**config.mk**
```make
export PLATFORM = sky130hd
export DESIGN_NAME = char_lcd_nibble_sequencer_top
export DESIGN_NICKNAME = d
export VERILOG_FILES = /design/src/sv/clns_pkg.sv /design/src/sv/clns_ctrl.sv /design/src/sv/clns_datapath.sv /design/src/sv/char_lcd_nibble_sequencer_top.sv
export SDC_FILE = /design/constraint.sdc
export NUM_CORES = 1
export LEC_CHECK = 0
export BUFFER_PORTS_ARGS = -buffer_cell sky130_fd_sc_hd__buf_4
export CAP_MARGIN = 20
export CORE_ASPECT_RATIO = 1.2
export CORE_UTILIZATION = 60
export CTS_BUF_LIST = sky130_fd_sc_hd__clkbuf_8
export CTS_CLUSTER_SIZE = 30
export DETAILED_ROUTE_END_ITERATION = 16
export GPL_ROUTABILITY_DRIVEN = 0
export PLACE_DENSITY = 0.84
export SYNTH_ARGS = -nofsm -noshare
export SYNTH_HDL_FRONTEND = slang
export SYNTH_SLANG_ARGS = --single-unit
```
**constraint.sdc**
```tcl
create_clock -name i_clk -period 6.4 [get_ports i_clk]
set_input_delay 0.96 -clock i_clk [delete_from_list [all_inputs] [get_ports i_clk]]
set_output_delay 0.96 -clock i_clk [all_outputs]
set_load 0.005 [all_outputs]
```
**src/sv/clns_pkg.sv**
```systemverilog
// ----------------------------------------------------------------------------
// clns_pkg
// types, codes and strobe table shared by the lcd nibble sequencer
// ----------------------------------------------------------------------------
package clns_pkg;

    localparam int TICK_W  = 16;
    localparam int BYTE_W  = 8;
    localparam int NIB_W   = 4;
    localparam int COL_W   = 6;
    localparam int STEP_W  = 4;
    localparam int CFG_IDX_W = 2;

    // request kinds
    typedef enum logic [1:0] {
        OP_INSTR  = 2'd0,
        OP_DATA   = 2'd1,
        OP_CURSOR = 2'd2,
        OP_INIT   = 2'd3
    } t_op;

    // configuration register indexes
    localparam logic [CFG_IDX_W-1:0] CFG_PULSE_TICKS       = 2'd0;
    localparam logic [CFG_IDX_W-1:0] CFG_INIT_GAP_TICKS    = 2'd1;
    localparam logic [CFG_IDX_W-1:0] CFG_INIT_SETTLE_TICKS = 2'd2;

    localparam logic [TICK_W-1:0] RST_INIT_GAP_TICKS    = 16'd1500;
    localparam logic [TICK_W-1:0] RST_INIT_SETTLE_TICKS = 16'd10000;

    localparam logic [BYTE_W-1:0] CURSOR_BASE    = 8'h80;
    localparam logic [BYTE_W-1:0] CURSOR_ROW_OFS = 8'h40;

    localparam logic [NIB_W-1:0] WAKE_NIBBLE  = 4'h3;
    localparam logic [NIB_W-1:0] FOUR_BIT_NIB = 4'h2;

    // step layout of the init sequence
    localparam logic [STEP_W-1:0] INIT_SWITCH_STEP = 4'd3;
    localparam logic [STEP_W-1:0] INIT_INSTR_STEP  = 4'd4;
    localparam logic [STEP_W-1:0] INIT_LAST_STEP   = 4'd11;
    localparam logic [STEP_W-1:0] BYTE_LAST_STEP   = 4'd1;

    localparam logic [BYTE_W-1:0] INIT_INSTR [4] = '{8'h0C, 8'h01, 8'h02, 8'h0C};

    typedef enum logic [1:0] {
        S_IDLE = 2'b01,
        S_SEND = 2'b10
    } t_state;

    typedef struct packed {
        logic load;
        logic advance;
    } t_dp_cmd;

    typedef struct packed {
        logic last;
    } t_dp_stat;

    typedef struct packed {
        logic [NIB_W-1:0]  nibble;
        logic              reg_select;
        logic [TICK_W-1:0] wait_before;
        logic [TICK_W-1:0] wait_after;
        logic              last;
    } t_strobe;

    // one strobe of a request, picked by its step number
    function automatic t_strobe f_strobe(
        input t_op               op,
        input logic [BYTE_W-1:0] byte_val,
        input logic [STEP_W-1:0] step,
        input logic [TICK_W-1:0] gap,
        input logic [TICK_W-1:0] settle
    );
        t_strobe           s;
        logic [STEP_W-1:0] ofs;
        logic [BYTE_W-1:0] instr;
        ofs   = step - INIT_INSTR_STEP;
        instr = INIT_INSTR[ofs[2:1]];
        s     = '0;
        case (op)
            OP_INIT: begin
                if (step < INIT_SWITCH_STEP) begin
                    s.nibble      = WAKE_NIBBLE;
                    s.wait_before = gap;
                end else if (step == INIT_SWITCH_STEP) begin
                    s.nibble      = FOUR_BIT_NIB;
                    s.wait_before = gap;
                end else begin
                    s.nibble      = ofs[0] ? instr[3:0] : instr[7:4];
                    s.wait_before = (step == INIT_INSTR_STEP) ? gap : '0;
                    s.wait_after  = (step == INIT_LAST_STEP) ? settle : '0;
                end
                s.last = (step == INIT_LAST_STEP);
            end
            default: begin
                s.nibble     = step[0] ? byte_val[3:0] : byte_val[7:4];
                s.reg_select = (op == OP_DATA);
                s.last       = (step == BYTE_LAST_STEP);
            end
        endcase
        return s;
    endfunction

endpackage

```
**src/sv/clns_ctrl.sv**
```systemverilog
// ----------------------------------------------------------------------------
// clns_ctrl
// request/strobe sequencing state machine
// ----------------------------------------------------------------------------
module clns_ctrl import clns_pkg::*; (
    input  logic     i_clk,
    input  logic     i_rst_n,
    input  logic     i_in_valid,
    output logic     o_in_ready,
    output logic     o_out_valid,
    input  logic     i_out_ready,
    input  t_dp_stat i_stat,
    output t_dp_cmd  o_cmd
);

    t_state r_state, n_state;

    always_ff @(posedge i_clk) begin
        if (!i_rst_n) begin
            r_state <= S_IDLE;
        end else begin
            r_state <= n_state;
        end
    end

    always_comb begin
        n_state       = r_state;
        o_in_ready    = 1'b0;
        o_out_valid   = 1'b0;
        o_cmd.load    = 1'b0;
        o_cmd.advance = 1'b0;
        case (r_state)
            S_IDLE: begin
                o_in_ready = 1'b1;
                if (i_in_valid) begin
                    o_cmd.load = 1'b1;
                    n_state    = S_SEND;
                end
            end
            S_SEND: begin
                o_out_valid = 1'b1;
                if (i_out_ready) begin
                    if (i_stat.last) begin
                        n_state = S_IDLE;
                    end else begin
                        o_cmd.advance = 1'b1;
                    end
                end
            end
            default: begin
                n_state = S_IDLE;
            end
        endcase
    end

endmodule

```
**src/sv/clns_datapath.sv**
```systemverilog
// ----------------------------------------------------------------------------
// clns_datapath
// request hold, step counter, strobe output register and config registers
// ----------------------------------------------------------------------------
module clns_datapath import clns_pkg::*; (
    input  logic                 i_clk,
    input  logic                 i_rst_n,
    input  logic                 i_cfg_we,
    input  logic [CFG_IDX_W-1:0] i_cfg_index,
    input  logic [TICK_W-1:0]    i_cfg_wdata,
    input  t_op                  i_op,
    input  logic [BYTE_W-1:0]    i_byte_value,
    input  logic [COL_W-1:0]     i_column,
    input  logic                 i_row,
    input  t_dp_cmd              i_cmd,
    output t_dp_stat             o_stat,
    output t_strobe              o_strobe
);

    logic [TICK_W-1:0] r_init_gap, r_init_settle;
    t_op               r_op;
    logic [BYTE_W-1:0] r_byte;
    logic [STEP_W-1:0] r_step;
    t_strobe           r_strobe;

    logic [BYTE_W-1:0] n_byte;
    logic [STEP_W-1:0] n_step;

    // cursor requests become a set-address instruction
    always_comb begin
        if (i_op == OP_CURSOR) begin
            n_byte = CURSOR_BASE + {{(BYTE_W-COL_W){1'b0}}, i_column}
                     + (i_row ? CURSOR_ROW_OFS : '0);
        end else begin
            n_byte = i_byte_value;
        end
        n_step = r_step + 1'b1;
    end

    always_ff @(posedge i_clk) begin
        if (!i_rst_n) begin
            r_init_gap    <= RST_INIT_GAP_TICKS;
            r_init_settle <= RST_INIT_SETTLE_TICKS;
        end else if (i_cfg_we) begin
            case (i_cfg_index)
                CFG_INIT_GAP_TICKS:    r_init_gap    <= i_cfg_wdata;
                CFG_INIT_SETTLE_TICKS: r_init_settle <= i_cfg_wdata;
                default: begin
                end
            endcase
        end
    end

    always_ff @(posedge i_clk) begin
        if (i_cmd.load) begin
            r_op     <= i_op;
            r_byte   <= n_byte;
            r_step   <= '0;
            r_strobe <= f_strobe(i_op, n_byte, '0, r_init_gap, r_init_settle);
        end else if (i_cmd.advance) begin
            r_step   <= n_step;
            r_strobe <= f_strobe(r_op, r_byte, n_step, r_init_gap, r_init_settle);
        end
    end

    assign o_stat.last = r_strobe.last;
    assign o_strobe    = r_strobe;

endmodule

```
**src/sv/char_lcd_nibble_sequencer_top.sv**
```systemverilog
// ----------------------------------------------------------------------------
// char_lcd_nibble_sequencer_top
// turns lcd requests into 4-bit enable strobe descriptors
// ----------------------------------------------------------------------------
// usage
//   slave stream takes one request per transaction: tuser carries the kind
//   (instruction, data, cursor position, initialise), tdata the byte, column
//   and row. master stream gives one transaction per enable strobe, with the
//   nibble, the waits before and after in ticks, rs on tuser and tlast on the
//   final strobe of the request
//   a request is taken only while no strobe is pending; the first strobe is
//   offered in the cycle after acceptance, then one strobe per cycle while the
//   receiver takes them
//   per request: 2 strobes for byte and cursor kinds, 12 for initialise; the
//   step counter walks the strobe table one entry per cycle while the
//   receiver takes the strobes
//   a stalled receiver holds the current strobe in the output register and
//   keeps the slave side closed
//   reset clears the state machine and loads the gap and settle registers
//   with their defaults; a write to the pulse width index (0) has no register
//   behind it and does not change any strobe field
//   config writes are registered, no read-back
// ----------------------------------------------------------------------------
module char_lcd_nibble_sequencer_top import clns_pkg::*; (
    input  logic                 i_clk,
    input  logic                 i_rst_n,
    // config write port
    input  logic                 i_cfg_we,
    input  logic [CFG_IDX_W-1:0] i_cfg_index,
    input  logic [TICK_W-1:0]    i_cfg_wdata,
    // request stream
    input  logic                 i_s_axis_tvalid,
    output logic                 o_s_axis_tready,
    input  logic [15:0]          i_s_axis_tdata,  // byte_value[7:0], column[13:8], row[14]
    input  logic [1:0]           i_s_axis_tuser,  // op[1:0]
    // strobe stream
    output logic                 o_m_axis_tvalid,
    input  logic                 i_m_axis_tready,
    output logic [39:0]          o_m_axis_tdata,  // nibble[3:0], wait_before[19:4],
                                                  // wait_after[35:20]
    output logic [0:0]           o_m_axis_tuser,  // reg_select[0]
    output logic                 o_m_axis_tlast
);

    t_dp_cmd  w_cmd;
    t_dp_stat w_stat;
    t_strobe  w_strobe;

    // sequencing control
    clns_ctrl u_ctrl (
        .i_clk       (i_clk),
        .i_rst_n     (i_rst_n),
        .i_in_valid  (i_s_axis_tvalid),
        .o_in_ready  (o_s_axis_tready),
        .o_out_valid (o_m_axis_tvalid),
        .i_out_ready (i_m_axis_tready),
        .i_stat      (w_stat),
        .o_cmd       (w_cmd)
    );

    // request hold and strobe generation
    clns_datapath u_datapath (
        .i_clk        (i_clk),
        .i_rst_n      (i_rst_n),
        .i_cfg_we     (i_cfg_we),
        .i_cfg_index  (i_cfg_index),
        .i_cfg_wdata  (i_cfg_wdata),
        .i_op         (t_op'(i_s_axis_tuser)),
        .i_byte_value (i_s_axis_tdata[7:0]),
        .i_column     (i_s_axis_tdata[13:8]),
        .i_row        (i_s_axis_tdata[14]),
        .i_cmd        (w_cmd),
        .o_stat       (w_stat),
        .o_strobe     (w_strobe)
    );

    // pack the strobe, padding tdata to whole bytes
    assign o_m_axis_tdata = {4'b0000, w_strobe.wait_after, w_strobe.wait_before,
                             w_strobe.nibble};
    assign o_m_axis_tuser = w_strobe.reg_select;
    assign o_m_axis_tlast = w_strobe.last;

endmodule

```
# == Word-level counts from Yosys, hierarchy flattened ==
# Cells that the tools add are included.
# totals
ff_bits,86
latch_bits,0
mem_bits_rw,0
mem_bits_ro,0
input_bits,41
output_inout_bits,44
wordCells,73
n_memories,0
# op_classes
add_sub_neg,4
mul,0
n_div,0
magnitude_cmp,2
eq_ne,16
n_shift,0
muxes,35
bitwise,1
reduce_logical,4
# ops
op,count
$mux W16,6
$mux W38,2
$mux W32,2
$mux W4,6
$mux W8,3
$bmux W8 S2,1
$eq A2 B2 Y1 const B,5
$mux W1,10
$add A8 B6 Y8 const A,1
$add A8 B8 Y8,1
$eq A2 B1 Y1 const B,4
$mux W7,1
$mux W2,3
$add A4 B1 Y4 const B,1
$eq A4 B1 Y1 const B,1
$eq A4 B2 Y1 const B,1
$eq A4 B3 Y1 const B,1
$eq A4 B4 Y1 const B,1
$lt A4 B2 Y1 const B,1
$ne A2 B2 Y1 const B,2
$pmux W2 S2,1
$reduce_and A2 Y1,2
$ge A3 B3 Y1 const B,1
$not A2 Y3,1
other kinds (4),4

# == Depth between registers and ports, before layout ==
# Gate-level depths: netlist (run 1).
# logic_depth
ltp_word,12
ltp_mapped,9
depth_no_buf,8

# == Modules after synthesis ==
# From an unflattened synthesis (run 1), not the netlist that was laid out.
# hier_totals
cells_unflattened,348
area_unflattened_um2,3677.3
# modules_own_cells
mod,instances,cells_each,area_each_um2,seq_area_each_um2
clns_datapath,1,334,3550.9,2152.1
clns_ctrl,1,9,92.6,40.0
char_lcd_nibble_sequencer_top,1,5,33.8,0.0

# == Worst setup path after synthesis (run 1) ==
# Ideal clock, no wire load.
# synth_path
path_kind,input-to-reg
start,in i_m_axis_tready
end,"reg u_datapath.r_strobe (netlist bit u_datapath.o_strobe[10]), enable pin"
setup_time_ps,392
arrival_ps,2219
t_required_ps,6008
path_slack_ps,3789
cell_stages,4
n_path_buf,1
cell_sequence,nor4bb_1 -> buf_4 -> nor2_1 -> inv_1
# synth_between
elab_chain_cells,3
# synth_lines
element,line,rtl
from (decl),char_lcd_nibble_sequencer_top.sv:38,"input logic i_m_axis_tready,"
$mux W1,clns_ctrl.sv:42,if (i_out_ready) begin
$mux W1,clns_ctrl.sv:32,case (r_state)
$reduce_bool A2 Y1 (no source line),--,
to (signal assigned),clns_datapath.sv:59,"r_strobe <= f_strobe(i_op, n_byte, '0, r_init_gap, r_init_settle);"
to (signal assigned),clns_datapath.sv:62,"r_strobe <= f_strobe(r_op, r_byte, n_step, r_init_gap, r_init_settle);"
to (decl),clns_datapath.sv:24,t_strobe r_strobe;
# No other way between the ends.
# A chain may end at the register's enable or synchronous reset.

# == Worst setup path in the final report (run 1) ==
# layout_path
start,reg u_datapath.r_step[0]
end,reg u_datapath.r_strobe (netlist bit u_datapath.o_strobe[34]) (data pin)
# layout_between
elab_chain_cells,12
word_cells_on_any_way,15
classes_between,2 x add/sub; 1 x order compare; 1 x eq/ne; 10 x mux; 1 x bitwise
# layout_lines
element,line,rtl
from (decl),clns_datapath.sv:23,logic [STEP_W-1:0] r_step;
from (signal assigned),clns_datapath.sv:61,r_step <= n_step;
$add A4 B1 Y4 (*),clns_datapath.sv:37,n_step = r_step + 1'b1;
named net u_datapath.n_step[2],clns_datapath.sv:27,logic [STEP_W-1:0] n_step;
$sub A3 B3 Y3,clns_pkg.sv:77,ofs = step - INIT_INSTR_STEP;
$not A2 Y3 (not written as such),clns_pkg.sv:78,instr = INIT_INSTR[ofs[2:1]];
$bmux W8 S2,clns_pkg.sv:78,
$mux W8 (not written as such) (2 in series),clns_pkg.sv:78,
$mux W4,clns_pkg.sv:89,s.nibble = ofs[0] ? instr[3:0] : instr[7:4];
$mux W4,clns_pkg.sv:85,end else if (step == INIT_SWITCH_STEP) begin
$mux W4 (*),clns_pkg.sv:82,if (step < INIT_SWITCH_STEP) begin
$mux W4 (*),clns_pkg.sv:80,case (op)
$mux W38 (*),clns_datapath.sv:60,end else if (i_cmd.advance) begin
$mux W38 (*),clns_datapath.sv:55,if (i_cmd.load) begin
# The timed path passes the listed nets; every way through them passes the cells marked *. The select of a mux whose other input is x is not followed.

==> results by group, run 1 <==
Status
  – Run status: completed

Placed design
  – Placement-stage worst setup slack: 3.74 ns
  – Final HPWL from detailed placement: 5120 um
  – IO Port Bufs: 79

STA
  – Layout Skew: 0.0110 ns
  – Achievable frequency: 0.370 GHz
  – Final Hold Slack: 0.465 ns
  – Period utilization: 42.3%
  – Sum of negative setup slack: 0 ns
  – Minimum setup slack in the final design: 3.70 ns
  – Unrepaired setup endpoints after global routing: no
  – Worst relative slew slack: 53.5%
  – Number of setup violations in the final report: 0
  – Actual slew at the worst max-slew pin: 0.696 ns
  – Final hold violation count: 0
  – Slew Limit Fails: 0
  – Final critical delay including setup and external delays: 2.70 ns

GRT
  – Maximum number of pins on one net before global-route repair: 34
  – Global-route wire length before repair: 12,000 um
  – Total congestion overflow: 0
  – Via count of the first global-routing pass: 2,626
  – GRT Util Overall: 24.7%
  – Antenna violations before repair: 0

Synthesis
  – Count of mapped cells out of synthesis: 351
  – Async set-reset flop share out of synthesis: 0%
  – Distinct cells, synth: 53
  – Most used standard cell by instance count after synthesis: nand2_1
  – Post-synthesis average cell area: 10.7 um^2
  – Top_reg_cell synth: edfxtp_1
  – Cell taking the most area after synthesis: edfxtp_1
  – Biggest area contributors in the synthesized netlist: edfxtp_1, dfxtp_1, nand2_1, a21boi_0, and2_1
  – Synth top area share: 37.7%
  – Most used standard cells in the synthesized netlist: nand2_1, edfxtp_1, dfxtp_1, and2_1, a21boi_0
  – Flop and latch count out of synthesis: 86
  – Seq/Total Area, Yosys: 58.6%
  – Total of warnings raised by yosys: 0
  – Syn Std Cell Area: 3740 um^2
  – Number of flops mapped to enable cells by yosys: 47

Power and ir drop
  – Sum of internal, switching and leakage power: 1.13 mW
  – Sw Share: 24.2%
  – Total net switching power: 274 uW
  – Worst IR drop on VDD: 195 uV
  – Internal Dissipation: 860 uW
  – Combinational group share of total power: 10.2%
  – Share of total power in the clock network: 34.1%
  – Proportion of power drawn by flip-flops and latches: 55.6%
  – Total power per unit cell area: 249 nW/um^2
  – Leakage Power: 1.90 nW

Drt
  – Number of violations reported at the end of detailed-routing iteration 0: 178
  – Average wire per cell in the routed design: 14.5 um
  – Post-route DRC: 0
  – Number of nets still failing antenna checks after routing: 0
  – Final wirelength: 7430 um
  – Via count normalized by instance count: 5.20
  – Total number of vias: 2,663
  – Number of search-and-repair iterations in the first detailed-routing pass: 4

Clock network
  – Depth of the CTS H-tree: 3
  – Cts bufs inserted: 9
  – Reg clk slew, reported paths: 0.09 ns
  – TritonCTS clock tree: built
  – TritonCTS sink count: 86
  – Hold-fix buffers at CTS: 0
  – Later-pin clock latency in the skew report: 0.35 ns
  – Clock Tree Buf Depth: 2
  – Post-cts gate resize count: 0
  – Master cell of the clock root buffer: clkbuf_8
  – Setup fix buffers added after clock tree synthesis: 0

Floorplan
  – Site row count: 31
  – Die area: 6550 um^2
  – Die span in y: 88.5 um
  – Width of the die: 74.1 um
  – Starting density of the core: 62.2%
  – Io pins: 85
  – Area of the core region: 6010 um^2

Finish
  – Fin nets: 472
  – Area growth syn-to-layout: 21.6%
  – Ant diodes: 0
  – Fraction of layout cells with a size suffix above 1: 27.7%

Setup path
  – Type of origin of the critical path: flop
  – CP Data Required Time: 6.50 ns
  – Type of element capturing the critical path: flop
  – Classification of the worst setup path: reg2reg
  – Crit path DAT: 2.81 ns
  – CP max FO: 16

Min path
  – Worst hold path type: reg2reg

Job
  – Max_cap viols: 0
-- cell families (layout without fill, tap and decap cells) --
family                   count (synthesis)  in the layout  share of synthesized area (%)
adder cells (fa/ha/maj)                  6              6                           2.01
XOR/XNOR                                 2              2                          0.870
multiplexers                             5              5                           1.37
AND/OR/NAND/NOR                        172            172                           23.2
other                                    1              4                          0.100
flip-flops                              86             86                           58.6
AO/OA/AOI/OAI                           49             49                           9.47
buffers and inverters                   30            106                           4.38
-- power by group through the flow --
stage / logic, mW / clock network [mW] / registers (mW)
after global routing: 0.128 / 0.415 / 0.634
final: 0.116 / 0.387 / 0.631
after global placement: 0.112 / 0 / 0.642
after detailed placement: 0.116 / 0 / 0.644
after CTS: 0.116 / 0.394 / 0.631
after floorplan: 0.0532 / 0 / 0.642
-- metal layers --
| layer | global-route usage [%] | share of wire (%) |
|---|---|---|
| met1 | 28.2 | 39 |
| met2 | 43.6 | 53 |
| met3 | 6.49 | 6.2 |
| met4 | 9.97 | 1.5 |
| met5 | 0 | 0 |
-- stage by stage --
stage | std cells | instance area [um^2] | util (%)
5_1_grt | 512 | 4550 | 75.7
3_5_place_dp | 495 | 4330 | 72.0
6_report | 512 | 4550 | 75.7
3_3_place_gp | 495 | 4330 | 72.0
2_1_floorplan | 354 | 3750 | -
4_1_cts | 511 | 4540 | 75.5
-- path summary, 6_finish.rpt --
check                                        start                                     to  slack [ns]  cells after the start
max              u_datapath.r_step[0]$_SDFFE_PP0P_      u_datapath.o_strobe[34]$_DFFE_PP_        3.70                      7
min          u_datapath.r_init_gap[0]$_SDFFE_PN0P_  u_datapath.r_init_gap[0]$_SDFFE_PN0P_        0.46                      2
max reg2reg      u_datapath.r_step[0]$_SDFFE_PP0P_      u_datapath.o_strobe[34]$_DFFE_PP_        3.70                      7
min reg2reg  u_datapath.r_init_gap[0]$_SDFFE_PN0P_  u_datapath.r_init_gap[0]$_SDFFE_PN0P_        0.46                      2
-- cell type report --
cell class                      count  area (um^2)
Clock buffer                        9          124
Inverter                            8         30.0
Multi-Input combinational cell    238         1400
Sequential cell                    86         2190
Tap cell                           82          103
Clock inverter                      7         86.3
Timing Repair Buffer               82          619
Fill cell                         414         1460
-- cells in the final DEF (no fill, tap or decap), types with 2 or more instances in the layout --
master / count
nand2b_1: 4
clkinvlp_4: 3
o22ai_1: 3
nand3_1: 13
inv_1: 7
a21boi_0: 20
a21oi_1: 3
conb_1: 4
a32o_1: 2
nand2_1: 96
and2_4: 10
clkinv_4: 2
nand2_2: 2
dfxtp_1: 39
and2_1: 24
buf_4: 81
o21ai_0: 9
ha_1: 6
edfxtp_1: 47
nor2_1: 3
mux2i_1: 4
nor3_1: 2
and3_1: 2
clkbuf_8: 9
nor2b_1: 3
o211ai_1: 2
-- critical path, cell delays in order, from the launching register on --
cell      delay, ns
dfxtp_1        0.72
ha_1           0.51
xnor2_2        0.20
inv_1          0.08
ha_1           0.19
a311o_1        0.31
a221oi_1       0.32
o22ai_1        0.12
-- sequential cells by signal, summed over array words and instances, names as in the netlist --
name / cells
u_datapath.o_stat: 1
u_ctrl.r_state: 2
u_datapath.r_init_settle: 16
u_datapath.r_step: 4
u_datapath.r_byte: 8
u_datapath.o_strobe: 37
u_datapath.r_init_gap: 16
u_datapath.r_op: 2
No activity file was read; power rests on OpenSTA's default activity.
==> inputs of run 2 (changes only) <==
- ABC_AREA: default -> 1
- CORE_UTILIZATION: 60 -> 55
- PLACE_DENSITY: 0.84 -> 0.78
- clock period: 6.4 -> 2.6 ns (I/O delays scaled with it)
==> results by group, run 2 <==
Status
  – Run status: completed

Setup path
  – Crit path DAT: 2.11 ns
  – Classification of the worst setup path: reg2reg
  – Largest stage delay, worst path: 0.43 ns
  – Type of origin of the critical path: flop
  – Cell chain of the critical path: inv_1, nand2_1, inv_1, nand2_1, inv_1, nand2_2, nand2_1, a21oi_2
  – Cell class contributing the biggest share of worst-path delay: simple AND/OR/NAND/NOR gates
  – Buffers & Inverters on Critical Path: 3
  – Type of element capturing the critical path: flop
  – CP max FO: 17
  – CP Data Required Time: 2.70 ns
  – Slowest-stage cell, CP: inv_1

Job
  – Max_cap viols: 0

Placed design
  – Post-place instance area: 4290 um^2
  – Final HPWL from detailed placement: 5630 um
  – Placement-stage worst setup slack: 0.604 ns
  – IO Port Bufs: 79

Finish
  – Ant diodes: 0
  – Most frequent cells in the layout: nand2_1, buf_4, nor2_1, edfxtp_1, dfxtp_1
  – Area growth syn-to-layout: 23.6%
  – Fraction of layout cells with a size suffix above 1: 25.7%
  – Layout fillers: 512
  – Final instance area: 4510 um^2
  – Final Util: 70.4%
  – Commonest non-fill, non-tap cell in the layout: nand2_1
  – Flip-flop count of the largest register after layout: 37
  – Fin nets: 520

STA
  – Slew Limit Fails: 0
  – Final hold violation count: 0
  – Final critical delay including setup and external delays: 2.00 ns
  – Minimum setup slack in the final design: 0.597 ns
  – Unrepaired setup endpoints after global routing: no
  – Period utilization: 77.0%
  – Number of setup violations in the final report: 0
  – Sum of negative setup slack: 0 ns
  – Achievable frequency: 0.499 GHz
  – Layout Skew: 0.00856 ns

Floorplan
  – Site row count: 32
  – Die span in y: 91.2 um
  – Starting density of the core: 56.9%
  – Width of the die: 76.3 um
  – Die area: 6960 um^2
  – Area of the core region: 6410 um^2
  – Io pins: 85

Synthesis
  – Flop and latch count out of synthesis: 86
  – Post-synthesis average cell area: 9.30 um^2
  – Count of mapped cells out of synthesis: 392
  – Syn Std Cell Area: 3650 um^2
  – Cell taking the most area after synthesis: edfxtp_1
  – Synth top area share: 38.7%
  – Number of flops mapped to enable cells by yosys: 47
  – Seq/Total Area, Yosys: 60.1%
  – Most used standard cells in the synthesized netlist: nand2_1, nor2_1, edfxtp_1, dfxtp_1, inv_1
  – Distinct cells, synth: 29
  – Async set-reset flop share out of synthesis: 0%
  – Total of warnings raised by yosys: 0
  – Most used standard cell by instance count after synthesis: nand2_1
  – Top_reg_cell synth: edfxtp_1
  – Biggest area contributors in the synthesized netlist: edfxtp_1, dfxtp_1, nand2_1, nor2_1, o21ai_0

Clock network
  – Later-pin clock latency in the skew report: 0.35 ns
  – Post-cts gate resize count: 0
  – Reg clk slew, reported paths: 0.08 ns
  – Hold-fix buffers at CTS: 0
  – TritonCTS sink count: 86
  – TritonCTS clock tree: built
  – Depth of the CTS H-tree: 3
  – Master cell of the clock root buffer: clkbuf_8
  – Cts bufs inserted: 9
  – Setup fix buffers added after clock tree synthesis: 0
  – Clock Tree Buf Depth: 2

GRT
  – Global-route wire length before repair: 12,900 um
  – GRT Util Overall: 24.0%
  – Via count of the first global-routing pass: 2,820
  – Antenna violations before repair: 0
  – Maximum number of pins on one net before global-route repair: 34
  – Total congestion overflow: 0

Drt
  – Number of nets still failing antenna checks after routing: 0
  – Number of search-and-repair iterations in the first detailed-routing pass: 4
  – Post-route DRC: 0
  – Via count normalized by instance count: 5.17
  – Average wire per cell in the routed design: 13.9 um
  – Final wirelength: 7820 um
  – Total number of vias: 2,908
  – Number of violations reported at the end of detailed-routing iteration 0: 137

Power and ir drop
  – Leakage Power: 1.99 nW
  – Worst IR drop on VDD: 470 uV
  – Total power per unit cell area: 642 nW/um^2

Min path
  – Worst hold path type: in2reg
[run 2: cell count changes after synthesis, sizes merged, moves of 3 or more]
cell	before	now
o21ai	9	25
and2	34	0
clkbuf	11	4
buf	11	14
nand3	14	21
a21oi	3	24
nor3	3	6
nand2b	4	0
a21boi	21	0
inv	8	30
nor2b	4	0
mux2i	4	0
nand2	98	115
nor2	3	49
[run 2: report_power, final]
part,total (mW),leakage [nW],internal (mW),switching [mW]
sequential,1.57,0.779,1.53,0.0360
combinational,0.314,1.10,0.142,0.172
clock,1.02,0.113,0.564,0.452
[run 2: logic make-up (layout without fill, tap and decap cells)]
group | count (synthesis) | count (layout) | share of synthesized area [%]
compound gates | 54 | 54 | 8.68
fa+ha+maj | 6 | 6 | 2.06
buf+inv | 49 | 132 | 6.38
simple gates | 196 | 196 | 22.7
flops | 86 | 86 | 60.1
other cells | 1 | 4 | 0.103
[run 2: path summary, 6_finish.rpt]
kind	from	end	slack, ns	depth (start not counted)
setup / recovery	u_ctrl.r_state[1]$_SDFFE_PN0P_	u_datapath.o_strobe[31]$_DFFE_PP_	0.60	8
hold / removal	i_s_axis_tuser[0]	u_datapath.r_op[0]$_DFFE_PP_	0.24	1
setup reg to reg	u_ctrl.r_state[1]$_SDFFE_PN0P_	u_datapath.o_strobe[31]$_DFFE_PP_	0.60	8
hold reg to reg	u_datapath.r_init_settle[10]$_SDFFE_PN1P_	u_datapath.r_init_settle[10]$_SDFFE_PN1P_	0.46	2
[run 2: layout make-up]
class	count	area, um^2	area share [%]
Sequential cell	86	2190	48.6
Inverter	31	116	2.58
Tap cell	85	106	2.36
Timing Repair Buffer	85	638	14.2
Clock buffer	10	138	3.05
Clock inverter	6	83.8	1.86
Multi-Input combinational cell	260	1230	27.4
[run 2: layer usage]
layer  part of all wire (%)  up-vias  track usage, %
met2                     53       74            42.4
met1                     40     1388            28.1
met4                    1.5        0            11.2
met5                      0        -               0
li1                       -     1438               -
met3                    5.3        8            4.52
[run 2: metrics by stage]
| stage | cells | total power [mW] | hold slack, ns |
|---|---|---|---|
| finish | 563 | 2.90 | 0.236 |
| global route | 563 | 3.01 | 0.225 |
| CTS | 563 | 2.92 | 0.225 |
| detailed placement | 547 | 1.91 | 0.443 |
| global placement | 547 | 1.90 | 0.442 |
| floorplan | 395 | 1.75 | 0.429 |
==> inputs of run 3 (changes only) <==
- clock period: 2.6 -> 1.9 ns (I/O delays scaled with it)
==> results by group, run 3 (synthesis gave the netlist of run 2 again) <==
Min path
  – Worst hold path type: in2reg
  – Worst min-delay path startpoint: i_s_axis_tuser[0]
  – Endpoint with the worst hold slack: u_datapath.r_op[0]$_DFFE_PP_
  – Number of cells traversed by the worst hold path: 1

Drt
  – Post-route DRC: 0
  – Via count normalized by instance count: 5.20
  – Total number of vias: 2,958
  – Number of violations reported at the end of detailed-routing iteration 0: 178
  – Final wirelength: 7880 um
  – Average wire per cell in the routed design: 13.8 um
  – Number of search-and-repair iterations in the first detailed-routing pass: 4
  – Number of nets still failing antenna checks after routing: 0

Floorplan
  – Area of the core region: 6410 um^2
  – Die span in y: 91.2 um
  – Site row count: 32
  – Starting density of the core: 56.9%
  – Io pins: 85
  – Die area: 6960 um^2
  – Width of the die: 76.3 um

Clock network
  – TritonCTS clock tree: built
  – Reg clk slew, reported paths: 0.08 ns
  – Depth of the CTS H-tree: 3
  – Cts bufs inserted: 9
  – Later-pin clock latency in the skew report: 0.35 ns
  – Clock Tree Buf Depth: 2
  – Hold-fix buffers at CTS: 0
  – TritonCTS sink count: 86
  – Master cell of the clock root buffer: clkbuf_8

Setup path
  – Type of element capturing the critical path: flop
  – CP Data Required Time: 2.00 ns
  – Setup slack of the worst register-to-register path: 0.22 ns
  – Crit path DAT: 1.78 ns
  – Destination of the worst register-to-register timing path: u_datapath.o_strobe[36]$_DFFE_PP_
  – CP max FO: 7
  – Startpoint of the worst-slack reg-to-reg timing path: u_datapath.r_step[0]$_SDFFE_PP0P_
  – Count of cells along the worst register-to-register path: 10
  – Classification of the worst setup path: reg2reg
  – Type of origin of the critical path: flop

Status
  – Run status: completed

GRT
  – Antenna violations before repair: 0
  – Via count of the first global-routing pass: 2,895
  – Maximum number of pins on one net before global-route repair: 34
  – Total congestion overflow: 0
  – Global-route wire length before repair: 13,400 um
  – GRT Util Overall: 24.8%

Power and ir drop
  – Sum of internal, switching and leakage power: 3.87 mW
  – Leakage Power: 2.03 nW
  – Proportion of power drawn by flip-flops and latches: 55.4%
  – Share of total power in the clock network: 33.2%
  – Worst IR drop on VDD: 665 uV
  – Total power per unit cell area: 849 nW/um^2
  – Sw Share: 23.3%
  – Total net switching power: 902 uW
  – Combinational group share of total power: 11.5%
  – Internal Dissipation: 2.97 mW

STA
  – Final Hold Slack: 0.131 ns
  – Final critical delay including setup and external delays: 1.68 ns
  – Number of setup violations in the final report: 0
  – Period utilization: 88.2%
  – Minimum setup slack in the final design: 0.224 ns
  – Layout Skew: 0.0104 ns
  – Slew Limit Fails: 0
  – Achievable frequency: 0.597 GHz
  – Final hold violation count: 0
  – Unrepaired setup endpoints after global routing: no
  – Sum of negative setup slack: 0 ns

Finish
  – Flip-flop count of the largest register after layout: 37
  – Ant diodes: 0
  – Most frequent cells in the layout: nand2_1, buf_4, nor2_1, edfxtp_1, dfxtp_1
  – Final instance area: 4560 um^2
  – Commonest non-fill, non-tap cell in the layout: nand2_1
  – Area growth syn-to-layout: 24.9%
  – Fraction of layout cells with a size suffix above 1: 27.1%
  – Fin cells: 569
  – Fin nets: 526
  – Final Util: 71.1%

Placed design
  – IO Port Bufs: 79
  – Post-place instance area: 4320 um^2
  – Count of placed standard cells including taps: 551
  – Final HPWL from detailed placement: 5550 um
  – Placement-stage worst setup slack: 0.137 ns

Job
  – Max_cap viols: 0
==> run 3: changes by cell type in the layout (fill, tap and decap cells not counted), sizes merged <==
cell and change:
buf +6, clkinvlp -1, clkbuf +1, bufinv -1, inv +1
==> run 3: final cells by class <==
type,instances,area [um^2]
clock inverters,5,51.3
fillers,508,1850
multi-input cells,260,1240
well taps,85,106
inverters,31,116
clock buffers,11,151
repair buffers,91,696
flip-flops and latches,86,2190
==> run 3: worst max path at each step <==
stage | from | to | slack (ns)
floorplan | u_datapath.r_step[0]$_SDFFE_PP0P_ | u_datapath.o_strobe[37]$_DFFE_PP_ | 0.13
global placement | u_datapath.r_step[0]$_SDFFE_PP0P_ | u_datapath.o_strobe[19]$_DFFE_PP_ | 0.20
detailed placement | u_datapath.r_step[0]$_SDFFE_PP0P_ | u_datapath.o_strobe[19]$_DFFE_PP_ | 0.14
CTS | u_datapath.r_step[0]$_SDFFE_PP0P_ | u_datapath.o_strobe[20]$_DFFE_PP_ | 0.08
global route | u_ctrl.r_state[1]$_SDFFE_PN0P_ | u_datapath.o_strobe[36]$_DFFE_PP_ | 0.02
finish | u_datapath.r_step[0]$_SDFFE_PP0P_ | u_datapath.o_strobe[36]$_DFFE_PP_ | 0.22
==> run 3: what timing repair did <==
item / 4_1_cts / 5_1_grt
resized for setup: 0 / 3
buffers inserted: 0 / 2
endpoints found under the setup margin: 0 / 6
==> run 3: power groups by stage <==
stage | clock (mW) | sequential [mW] | combinational (mW)
floorplan | 0 | 2.18 | 0.207
global placement | 0 | 2.18 | 0.428
detailed placement | 0 | 2.18 | 0.440
CTS | 1.30 | 2.14 | 0.443
global route | 1.37 | 2.15 | 0.492
finish | 1.28 | 2.14 | 0.443
==> run 3: layer usage <==
layer / track usage (%) / up-vias / wire length (um) / share of wire [%]
met2: 43.2 / 87 / 4160 / 53
met4: 9.94 / 0 / 90 / 1.1
met1: 28.9 / 1410 / 3210 / 41
met3: 6.63 / 9 / 421 / 5.3
li1: - / 1452 / - / -
met5: 0 / - / 0 / 0
==> run 3: critical path, stage by stage (launching register included) <==
cell,delay (ns)
dfxtp_2,0.36
ha_1,0.23
inv_1,0.06
nand2_1,0.06
nand2_2,0.13
inv_2,0.05
ha_1,0.27
nand3_1,0.08
nand2_1,0.07
nand2_1,0.06
nand2_1,0.06
